==> config.mk <==
export PLATFORM = sky130hd
export DESIGN_NAME = key_debounce_long_press
export DESIGN_NICKNAME = d
export VERILOG_FILES = /design/src/hdl/kdl_pkg.sv /design/src/hdl/key_debounce_long_press.sv /design/src/hdl/kdl_ram.sv
export SDC_FILE = /design/constraint.sdc
export NUM_CORES = 1
export LEC_CHECK = 0
export ABC_AREA = 1
export BUFFER_PORTS_ARGS = -buffer_cell sky130_fd_sc_hd__buf_2
export CAP_MARGIN = 15
export CORE_MARGIN = 2
export CORE_UTILIZATION = 30
export CTS_BUF_LIST = sky130_fd_sc_hd__clkbuf_16
export CTS_CLUSTER_DIAMETER = 100
export DETAILED_ROUTE_END_ITERATION = 7
export PLACE_DENSITY = 0.53
export SLEW_MARGIN = 0
export SYNTH_ARGS = -nofsm -noshare
export SYNTH_HDL_FRONTEND = slang
export SYNTH_HIERARCHICAL = 1
export SYNTH_SLANG_ARGS = --single-unit
==> constraint.sdc <==
create_clock -name clk -period 20.8 [get_ports clk]
set_clock_uncertainty 0.2 [all_clocks]
set_input_delay 0 -clock clk [delete_from_list [all_inputs] [get_ports clk]]
set_output_delay 0 -clock clk [all_outputs]
set_load 0.05 [all_outputs]
==> src/hdl/kdl_pkg.sv <==
// Shared types and constants of the key debounce and long-press block.
package kdl_pkg;

    localparam int KEY_COUNT_DEF      = 4;
    localparam int STABLE_SAMPLES_DEF = 3;
    localparam int MAX_EVENTS         = 8;

    localparam logic [15:0] LONG_FLOOR_MS  = 16'd100;
    localparam logic [15:0] HOLD_EXTRA_MS  = 16'd500;
    localparam logic [15:0] LONG_RESET_MS  = 16'd1000;
    localparam logic [15:0] HOLD_RESET_MS  = 16'd3000;

    localparam logic REG_LONG_TIME = 1'b0;
    localparam logic REG_HOLD_TIME = 1'b1;

    typedef enum logic [1:0] {
        EV_SHORT = 2'd0,
        EV_LONG  = 2'd1,
        EV_HOLD  = 2'd2
    } event_kind_t;

endpackage

==> src/hdl/key_debounce_long_press.sv <==
// Key debounce with short, long and hold press detection for a bank of keys.
// Each input item is one scan: the raw levels of the keys and a millisecond
// timestamp. The per-key state lives in a small RAM that is read, updated and
// written back one key at a time: each key's entry is read, then processed and
// written back, then each of its events is emitted. A scan is taken in the idle
// state and closes with a flush of the held-back event; the emit and flush
// steps wait while the output is stalled. The state RAM has a registered read.
// Events leave in key order, one per result item; the final one of a scan
// carries last_event. Reset takes effect at once through per-entry valid bits;
// there is no clearing pass. Thresholds are taken at the start of each scan.
module key_debounce_long_press #(
    parameter int KEY_COUNT      = kdl_pkg::KEY_COUNT_DEF,
    parameter int STABLE_SAMPLES = kdl_pkg::STABLE_SAMPLES_DEF
) (
    input  logic        clk,
    input  logic        rst_n,
    input  logic        in_valid,
    output logic        in_ready,
    input  logic [3:0]  raw_levels,
    input  logic [31:0] now_ms,
    output logic        out_valid,
    input  logic        out_ready,
    output logic [1:0]  key_index,
    output logic [1:0]  event_kind,
    output logic [3:0]  stable_keys,
    output logic        last_event,
    input  logic        cfg_we,
    input  logic        cfg_index,
    input  logic [15:0] cfg_data
);

    localparam int KEY_W = (KEY_COUNT > 1) ? $clog2(KEY_COUNT) : 1;
    localparam int CNT_W = $clog2(STABLE_SAMPLES + 1);
    localparam int EVC_W = $clog2(kdl_pkg::MAX_EVENTS + 1);

    typedef struct packed {
        logic             prev;
        logic             stable;
        logic [CNT_W-1:0] cnt;
        logic [31:0]      press;
        logic             long_sent;
        logic             hold_sent;
    } entry_t;

    localparam int ENTRY_W = $bits(entry_t);

    typedef enum logic [2:0] {
        S_IDLE,
        S_READ,
        S_PROC,
        S_EMIT,
        S_FLUSH
    } state_t;

    state_t state_reg;

    logic [15:0] long_cfg_reg;
    logic [15:0] hold_cfg_reg;

    logic [3:0]       levels_reg;
    logic [31:0]      now_reg;
    logic [15:0]      lg_reg;
    logic [15:0]      hd_reg;
    logic [KEY_W-1:0] key_reg;
    logic [KEY_COUNT-1:0] valid_reg;
    logic [3:0]       stable_reg;
    logic [EVC_W-1:0] evc_reg;

    // Events of the key in hand: the first is short or long, the second hold.
    logic              eva_valid_reg;
    kdl_pkg::event_kind_t eva_kind_reg;
    logic              evb_valid_reg;

    // One event is held back until the next one or the end of the scan,
    // so that the final event of a scan can be marked.
    logic              pend_valid_reg;
    logic [1:0]        pend_key_reg;
    kdl_pkg::event_kind_t pend_kind_reg;
    logic [3:0]        pend_stable_reg;

    logic              out_valid_reg;
    logic [1:0]        out_key_reg;
    kdl_pkg::event_kind_t out_kind_reg;
    logic [3:0]        out_stable_reg;
    logic              out_last_reg;

    logic [15:0]  lg_eff;
    logic [15:0]  hd_eff;
    logic [ENTRY_W-1:0] rd_data;
    entry_t       ent;
    entry_t       ent_next;
    logic         raw_bit;
    logic [31:0]  held;
    logic         eva_next;
    kdl_pkg::event_kind_t eva_kind_next;
    logic         evb_next;
    logic [3:0]   stable_next;
    logic [1:0]   key_idx2;
    logic         out_free;
    logic         last_key;
    logic         out_load;

    // Effective thresholds after the setter's clamps.
    always_comb
    begin
        lg_eff = (long_cfg_reg < kdl_pkg::LONG_FLOOR_MS) ? kdl_pkg::LONG_FLOOR_MS : long_cfg_reg;
        hd_eff = (hold_cfg_reg < lg_eff) ? (lg_eff + kdl_pkg::HOLD_EXTRA_MS) : hold_cfg_reg;
    end

    always_ff @(posedge clk or negedge rst_n)
    begin
        if (!rst_n)
        begin
            long_cfg_reg <= kdl_pkg::LONG_RESET_MS;
            hold_cfg_reg <= kdl_pkg::HOLD_RESET_MS;
        end
        else if (cfg_we)
        begin
            case (cfg_index)
                kdl_pkg::REG_LONG_TIME: long_cfg_reg <= cfg_data;
                kdl_pkg::REG_HOLD_TIME: hold_cfg_reg <= cfg_data;
                default: ;
            endcase
        end
    end

    kdl_ram #(
        .WIDTH (ENTRY_W),
        .DEPTH (KEY_COUNT),
        .AW    (KEY_W)
    ) u_state_ram (
        .clk   (clk),
        .we    (state_reg == S_PROC),
        .waddr (key_reg),
        .wdata (ent_next),
        .re    (state_reg == S_READ),
        .raddr (key_reg),
        .rdata (rd_data)
    );

    // Update of one key's entry from its stored state and this scan's level.
    always_comb
    begin
        raw_bit = 1'b0;
        for (int i = 0; i < 4; i++)
        begin
            if (32'(key_reg) == i)
            begin
                raw_bit = levels_reg[i];
            end
        end

        ent = valid_reg[key_reg] ? entry_t'(rd_data) : '0;
        ent_next = ent;
        ent_next.prev = raw_bit;
        if (raw_bit == ent.prev)
        begin
            if (ent.cnt < CNT_W'(STABLE_SAMPLES))
            begin
                ent_next.cnt = ent.cnt + 1'b1;
            end
        end
        else
        begin
            ent_next.cnt = '0;
        end

        held          = now_reg - ent.press;
        eva_next      = 1'b0;
        eva_kind_next = kdl_pkg::EV_SHORT;
        evb_next      = 1'b0;
        stable_next   = stable_reg;

        if (ent_next.cnt >= CNT_W'(STABLE_SAMPLES))
        begin
            if (ent.stable != raw_bit)
            begin
                ent_next.stable = raw_bit;
                for (int i = 0; i < 4; i++)
                begin
                    if (32'(key_reg) == i)
                    begin
                        stable_next[i] = raw_bit;
                    end
                end
                if (raw_bit)
                begin
                    ent_next.press     = now_reg;
                    ent_next.long_sent = 1'b0;
                    ent_next.hold_sent = 1'b0;
                end
                else if (!ent.long_sent && (held < {16'd0, lg_reg}))
                begin
                    eva_next = 1'b1;
                end
            end
            else if (ent.stable)
            begin
                if (!ent.long_sent && (held >= {16'd0, lg_reg}))
                begin
                    ent_next.long_sent = 1'b1;
                    eva_next           = 1'b1;
                    eva_kind_next      = kdl_pkg::EV_LONG;
                end
                if (!ent.hold_sent && (held >= {16'd0, hd_reg}))
                begin
                    ent_next.hold_sent = 1'b1;
                    evb_next           = 1'b1;
                end
            end
        end
    end

    always_comb
    begin
        key_idx2 = 2'(key_reg);
        out_free = !out_valid_reg || out_ready;
        last_key = (key_reg == KEY_W'(KEY_COUNT - 1));
        // The output register takes the held-back event in this cycle.
        out_load = 1'b0;
        if (state_reg == S_EMIT)
        begin
            out_load = (eva_valid_reg || evb_valid_reg)
                       && (evc_reg < EVC_W'(kdl_pkg::MAX_EVENTS))
                       && pend_valid_reg && out_free;
        end
        else if (state_reg == S_FLUSH)
        begin
            out_load = pend_valid_reg && out_free;
        end
    end

    always_ff @(posedge clk or negedge rst_n)
    begin
        if (!rst_n)
        begin
            state_reg      <= S_IDLE;
            key_reg        <= '0;
            valid_reg      <= '0;
            stable_reg     <= '0;
            evc_reg        <= '0;
            eva_valid_reg  <= 1'b0;
            evb_valid_reg  <= 1'b0;
            pend_valid_reg <= 1'b0;
            out_valid_reg  <= 1'b0;
        end
        else
        begin
            if (out_load)
            begin
                out_valid_reg <= 1'b1;
            end
            else if (out_valid_reg && out_ready)
            begin
                out_valid_reg <= 1'b0;
            end

            case (state_reg)
                S_IDLE:
                begin
                    if (in_valid)
                    begin
                        levels_reg <= raw_levels;
                        now_reg    <= now_ms;
                        lg_reg     <= lg_eff;
                        hd_reg     <= hd_eff;
                        key_reg    <= '0;
                        evc_reg    <= '0;
                        state_reg  <= S_READ;
                    end
                end

                S_READ:
                begin
                    state_reg <= S_PROC;
                end

                S_PROC:
                begin
                    valid_reg[key_reg] <= 1'b1;
                    stable_reg         <= stable_next;
                    eva_valid_reg      <= eva_next;
                    eva_kind_reg       <= eva_kind_next;
                    evb_valid_reg      <= evb_next;
                    state_reg          <= S_EMIT;
                end

                S_EMIT:
                begin
                    if (eva_valid_reg || evb_valid_reg)
                    begin
                        if (evc_reg >= EVC_W'(kdl_pkg::MAX_EVENTS))
                        begin
                            // Beyond the per-scan limit the event is dropped.
                            eva_valid_reg <= 1'b0;
                            evb_valid_reg <= 1'b0;
                        end
                        else if (!pend_valid_reg || out_free)
                        begin
                            if (pend_valid_reg)
                            begin
                                out_key_reg    <= pend_key_reg;
                                out_kind_reg   <= pend_kind_reg;
                                out_stable_reg <= pend_stable_reg;
                                out_last_reg   <= 1'b0;
                            end
                            pend_valid_reg  <= 1'b1;
                            pend_key_reg    <= key_idx2;
                            pend_stable_reg <= stable_reg;
                            evc_reg         <= evc_reg + 1'b1;
                            if (eva_valid_reg)
                            begin
                                pend_kind_reg <= eva_kind_reg;
                                eva_valid_reg <= 1'b0;
                            end
                            else
                            begin
                                pend_kind_reg <= kdl_pkg::EV_HOLD;
                                evb_valid_reg <= 1'b0;
                            end
                        end
                    end
                    else if (last_key)
                    begin
                        state_reg <= S_FLUSH;
                    end
                    else
                    begin
                        key_reg   <= key_reg + 1'b1;
                        state_reg <= S_READ;
                    end
                end

                S_FLUSH:
                begin
                    if (!pend_valid_reg)
                    begin
                        state_reg <= S_IDLE;
                    end
                    else if (out_free)
                    begin
                        out_key_reg    <= pend_key_reg;
                        out_kind_reg   <= pend_kind_reg;
                        out_stable_reg <= pend_stable_reg;
                        out_last_reg   <= 1'b1;
                        pend_valid_reg <= 1'b0;
                        state_reg      <= S_IDLE;
                    end
                end

                default:
                begin
                    state_reg <= S_IDLE;
                end
            endcase
        end
    end

    assign in_ready    = (state_reg == S_IDLE);
    assign out_valid   = out_valid_reg;
    assign key_index   = out_key_reg;
    assign event_kind  = out_kind_reg;
    assign stable_keys = out_stable_reg;
    assign last_event  = out_last_reg;

endmodule

==> src/hdl/kdl_ram.sv <==
// Generic single-port-write, registered-read RAM.
module kdl_ram #(
    parameter int WIDTH = 8,
    parameter int DEPTH = 4,
    parameter int AW    = (DEPTH > 1) ? $clog2(DEPTH) : 1
) (
    input  logic             clk,
    input  logic             we,
    input  logic [AW-1:0]    waddr,
    input  logic [WIDTH-1:0] wdata,
    input  logic             re,
    input  logic [AW-1:0]    raddr,
    output logic [WIDTH-1:0] rdata
);

    logic [WIDTH-1:0] mem [DEPTH];

    always_ff @(posedge clk)
    begin
        if (we)
        begin
            mem[waddr] <= wdata;
        end
        if (re)
        begin
            rdata <= mem[raddr];
        end
    end

endmodule

==> flow_summary_export.csv <==
group,metric,value,unit
hold_path,hp-start,"now_ms[29]",
cts,cts_tree,"built",
run_status,status,"finished clean",
critical_path,startpoint_type,"flop",
critical_path,cpMostUsedCell,"nand2_1",
cts,clock-sinks,329,
critical_path,reg2regPathDepth,27,
sta,fin_crit_sh,24.1,%
synthesis,synthAdderAreaFrac,6.25,%
detailed_routing,drt_iter0_drc,853,
synthesis,synthCells,1991,
synthesis,yosysWarnings,6,
die,core_area,0.0587,mm2
synthesis,yosys.area_share.simple,22.7,%
die,die_x,247,um
global_route,first_global_vias,12900,
synthesis,synth_top_family_by_area,"simple AND/OR/NAND/NOR gates",
cells_and_area,syn_to_final_growth,18.9,%
cts,clock_latency,550,ps
synthesis,synth_compound_area_share,5.19,%
cts,path_clk_slew,60,ps
cts,cts_buffers,39,
detailed_routing,num_vias,13200,
synthesis,synth_xor_area_share,1.38,%
sta,hold_viol,0,
critical_path,reg2reg_setup_slack,15780,ps
cells_and_area,diodes,0,
sta,fmax,199,MHz
detailed_routing,vias_per_cell,4.46,
place,routabilityCongestion,0.873,
global_route,antenna_found_initial,0,
sta,rsz0062_at_grt,"false",
detailed_routing,ant_nets,0,
die,fp.dieH,247,um
sta,fin_tns_setup,0,ps
critical_path,critPathSlowestCell,"dfrtp_2",
power_and_ir_drop,leakage,9.82,nW
hold_path,hold_path_depth,2,
die,initial_utilization,30.2,%
synthesis,synthMuxAreaShare,0,%
detailed_routing,drt_pass1_iterations,5,
global_route,grt_max_degree,77,
sta,slew_viol_final,0,
cells_and_area,n_fill_cell,5984,
global_route,grt_use_total,14.5,%
cts,h-tree-depth,2,
detailed_routing,drc,0,
hold_path,min_to,"now_reg[29]",
sta,tightest_slew,976,ps
synthesis,synth.distinct_cells,57,
cts,cts-root-buf,"clkbuf_16",
sta,setup_viol,0,
cells_and_area,final_util,35.9,%
synthesis,syn_nets,2137,
critical_path,required,20880,ps
cells_and_area,nets,2295,
critical_path,path_class,"reg2reg",
synthesis,async_reset_ff_share,16.1,%
power_and_ir_drop,p_per_area,171,mW/mm2
job,maxCapViolations,0,
sta,finalCriticalPeriod,5020,ps
place,dp_hpwl,30.1,mm
power_and_ir_drop,vdd_drop_max,71.6,uV
synthesis,netlist_area,0.0177,mm2
die,io_pins,69,
synthesis,synth_ff_type,"edfxtp_1",
synthesis,yosys_register_bits,329,
critical_path,crit_fanout,34,
critical_path,r2r-end,"u_state_ram/mem[3][0]",
critical_path,slowest_delay,620,ps
place,portBuffers,68,
global_route,grt_pass1_wl,69.2,mm
critical_path,endpoint_kind,"flop",
critical_path,cp.arrival,5100,ps
global_route,overflow,0,
cts,clockBufferDepth,3,
hold_path,min_path_type,"in2reg",
cells_and_area,stdcell_area,0.0211,mm2
cells_and_area,layout-drive-gt1-share,11.8,%
synthesis,avgSynthCellArea,8.91,um2
die,dieArea,0.0611,mm2
cells_and_area,largest_reg_flops,152,
synthesis,synth_seq_area_share,54.3,%
critical_path,crit-reg2reg-launch,"key_idx2[0]",
sta,relSlewSlack,35.0,%
die,rows,89,
place,placed_area,0.0189,mm2
detailed_routing,wl_per_cell,14.7,um
synthesis,synth_edf_count,276,
detailed_routing,wirelength,43.3,mm
## critical path, delay by kind of cell, from the launching register on
family                   cells  cell delay [ps]
buffers and inverters        3              790
AND/OR/NAND/NOR             17             1450
flip-flops                   1              620
AO/OA/AOI/OAI                4              550
adder cells (fa/ha/maj)      2              800
XOR/XNOR                     1              300
## cell type report
type | instances | area, um2 | area share (%)
Clock buffer | 41 | 1030 | 4.87
Clock inverter | 29 | 273 | 1.29
Inverter | 399 | 1500 | 7.11
Multi-Input combinational cell | 1206 | 6320 | 30.0
Sequential cell | 329 | 9630 | 45.7
Tap cell | 773 | 967 | 4.59
Timing Repair Buffer | 174 | 1360 | 6.47
## cell families after synthesis
| logic type | after synthesis |
|---|---|
| adder cells (fa/ha/maj) | 88 |
| XOR/XNOR | 28 |
| buffers and inverters | 456 |
| flip-flops | 329 |
| AO/OA/AOI/OAI | 163 |
| AND/OR/NAND/NOR | 927 |
## through the flow
step	hold slack [ps]	std cells	total power [mW]	setup WS (ps)
floorplan	-496	1991	2.43	13190
global placement	-22.7	2790	2.89	15920
detailed placement	-21.5	2790	2.93	15810
CTS	1.29	2951	3.65	15780
global route	24.7	2951	3.93	15350
finish	9.95	2951	3.61	15780
## worst max path at each step
stage / startpoint / to / slack (ps) / cells after the start
after floorplan: state_reg[0] / hd_reg[0] / 13190 / 7
after global placement: key_idx2[1] / u_state_ram/mem[0][0] / 15920 / 26
after detailed placement: key_idx2[0] / u_state_ram/mem[0][0] / 15810 / 25
after CTS: key_idx2[0] / u_state_ram/mem[2][0] / 15780 / 27
after global routing: key_idx2[0] / u_state_ram/mem[1][0] / 15350 / 24
final: key_idx2[0] / u_state_ram/mem[3][0] / 15780 / 27
## cells in the mapped netlist (2+ instances only)
| master | count | area, um2 |
|---|---|---|
| a211oi_1 | 6 | 45.0 |
| a21o_1 | 2 | 15.0 |
| a21oi_1 | 72 | 360 |
| a21oi_2 | 2 | 17.5 |
| a31oi_1 | 3 | 18.8 |
| buf_1 | 5 | 18.8 |
| buf_2 | 21 | 105 |
| buf_4 | 5 | 37.5 |
| buf_6 | 6 | 67.6 |
| clkbuf_1 | 19 | 71.3 |
| clkinv_1 | 2 | 7.51 |
| dfrtp_1 | 40 | 1000 |
| dfstp_2 | 13 | 342 |
| edfxtp_1 | 276 | 8290 |
| ha_1 | 87 | 1090 |
| inv_1 | 380 | 1430 |
| inv_2 | 17 | 63.8 |
| nand2_1 | 580 | 2180 |
| nand2_2 | 31 | 194 |
| nand2_4 | 5 | 56.3 |
| nand3_1 | 138 | 691 |
| nand3_2 | 7 | 70.1 |
| nand3_4 | 2 | 35.0 |
| nand4_1 | 12 | 75.1 |
| nor2_1 | 106 | 398 |
| nor2_2 | 16 | 100 |
| nor2_4 | 2 | 22.5 |
| nor3_1 | 15 | 75.1 |
| nor3_2 | 4 | 40.0 |
| o211ai_1 | 2 | 15.0 |
| o21ai_0 | 51 | 255 |
| o21ai_1 | 9 | 45.0 |
| o21bai_1 | 5 | 37.5 |
| xor2_1 | 27 | 236 |
## report_power, final
group          internal [mW]  switching, mW
registers               1.03         0.0746
clock network          0.420          0.269
logic                  0.575           1.25
## routing by layer
layer  routed length (um)  up-vias  GRT usage, %
met5                    0        -             0
met4                 1150        0          5.01
met3                 1580       66          1.94
met2                20000      218          23.9
met1                20600     6203          19.5
li1                     -     6664             -
## placed cells by master, fill, tap and decap left out, types with 38 or more instances in the layout
master	n
a21oi_1	72
buf_2	68
clkbuf_16	41
dfrtp_1	38
dlygate4sd3_1	91
edfxtp_1	276
ha_1	87
inv_1	387
nand2_1	580
nand3_1	138
nor2_1	105
o21ai_0	51
## repair_timing
item / 4_1_cts / 5_1_grt
hold buffers: 91 / 0
resized for setup: 0 / 0
endpoints found under the hold margin: 128 / 0
setup buffers: 0 / 0
(Power assumes the default switching activity.)
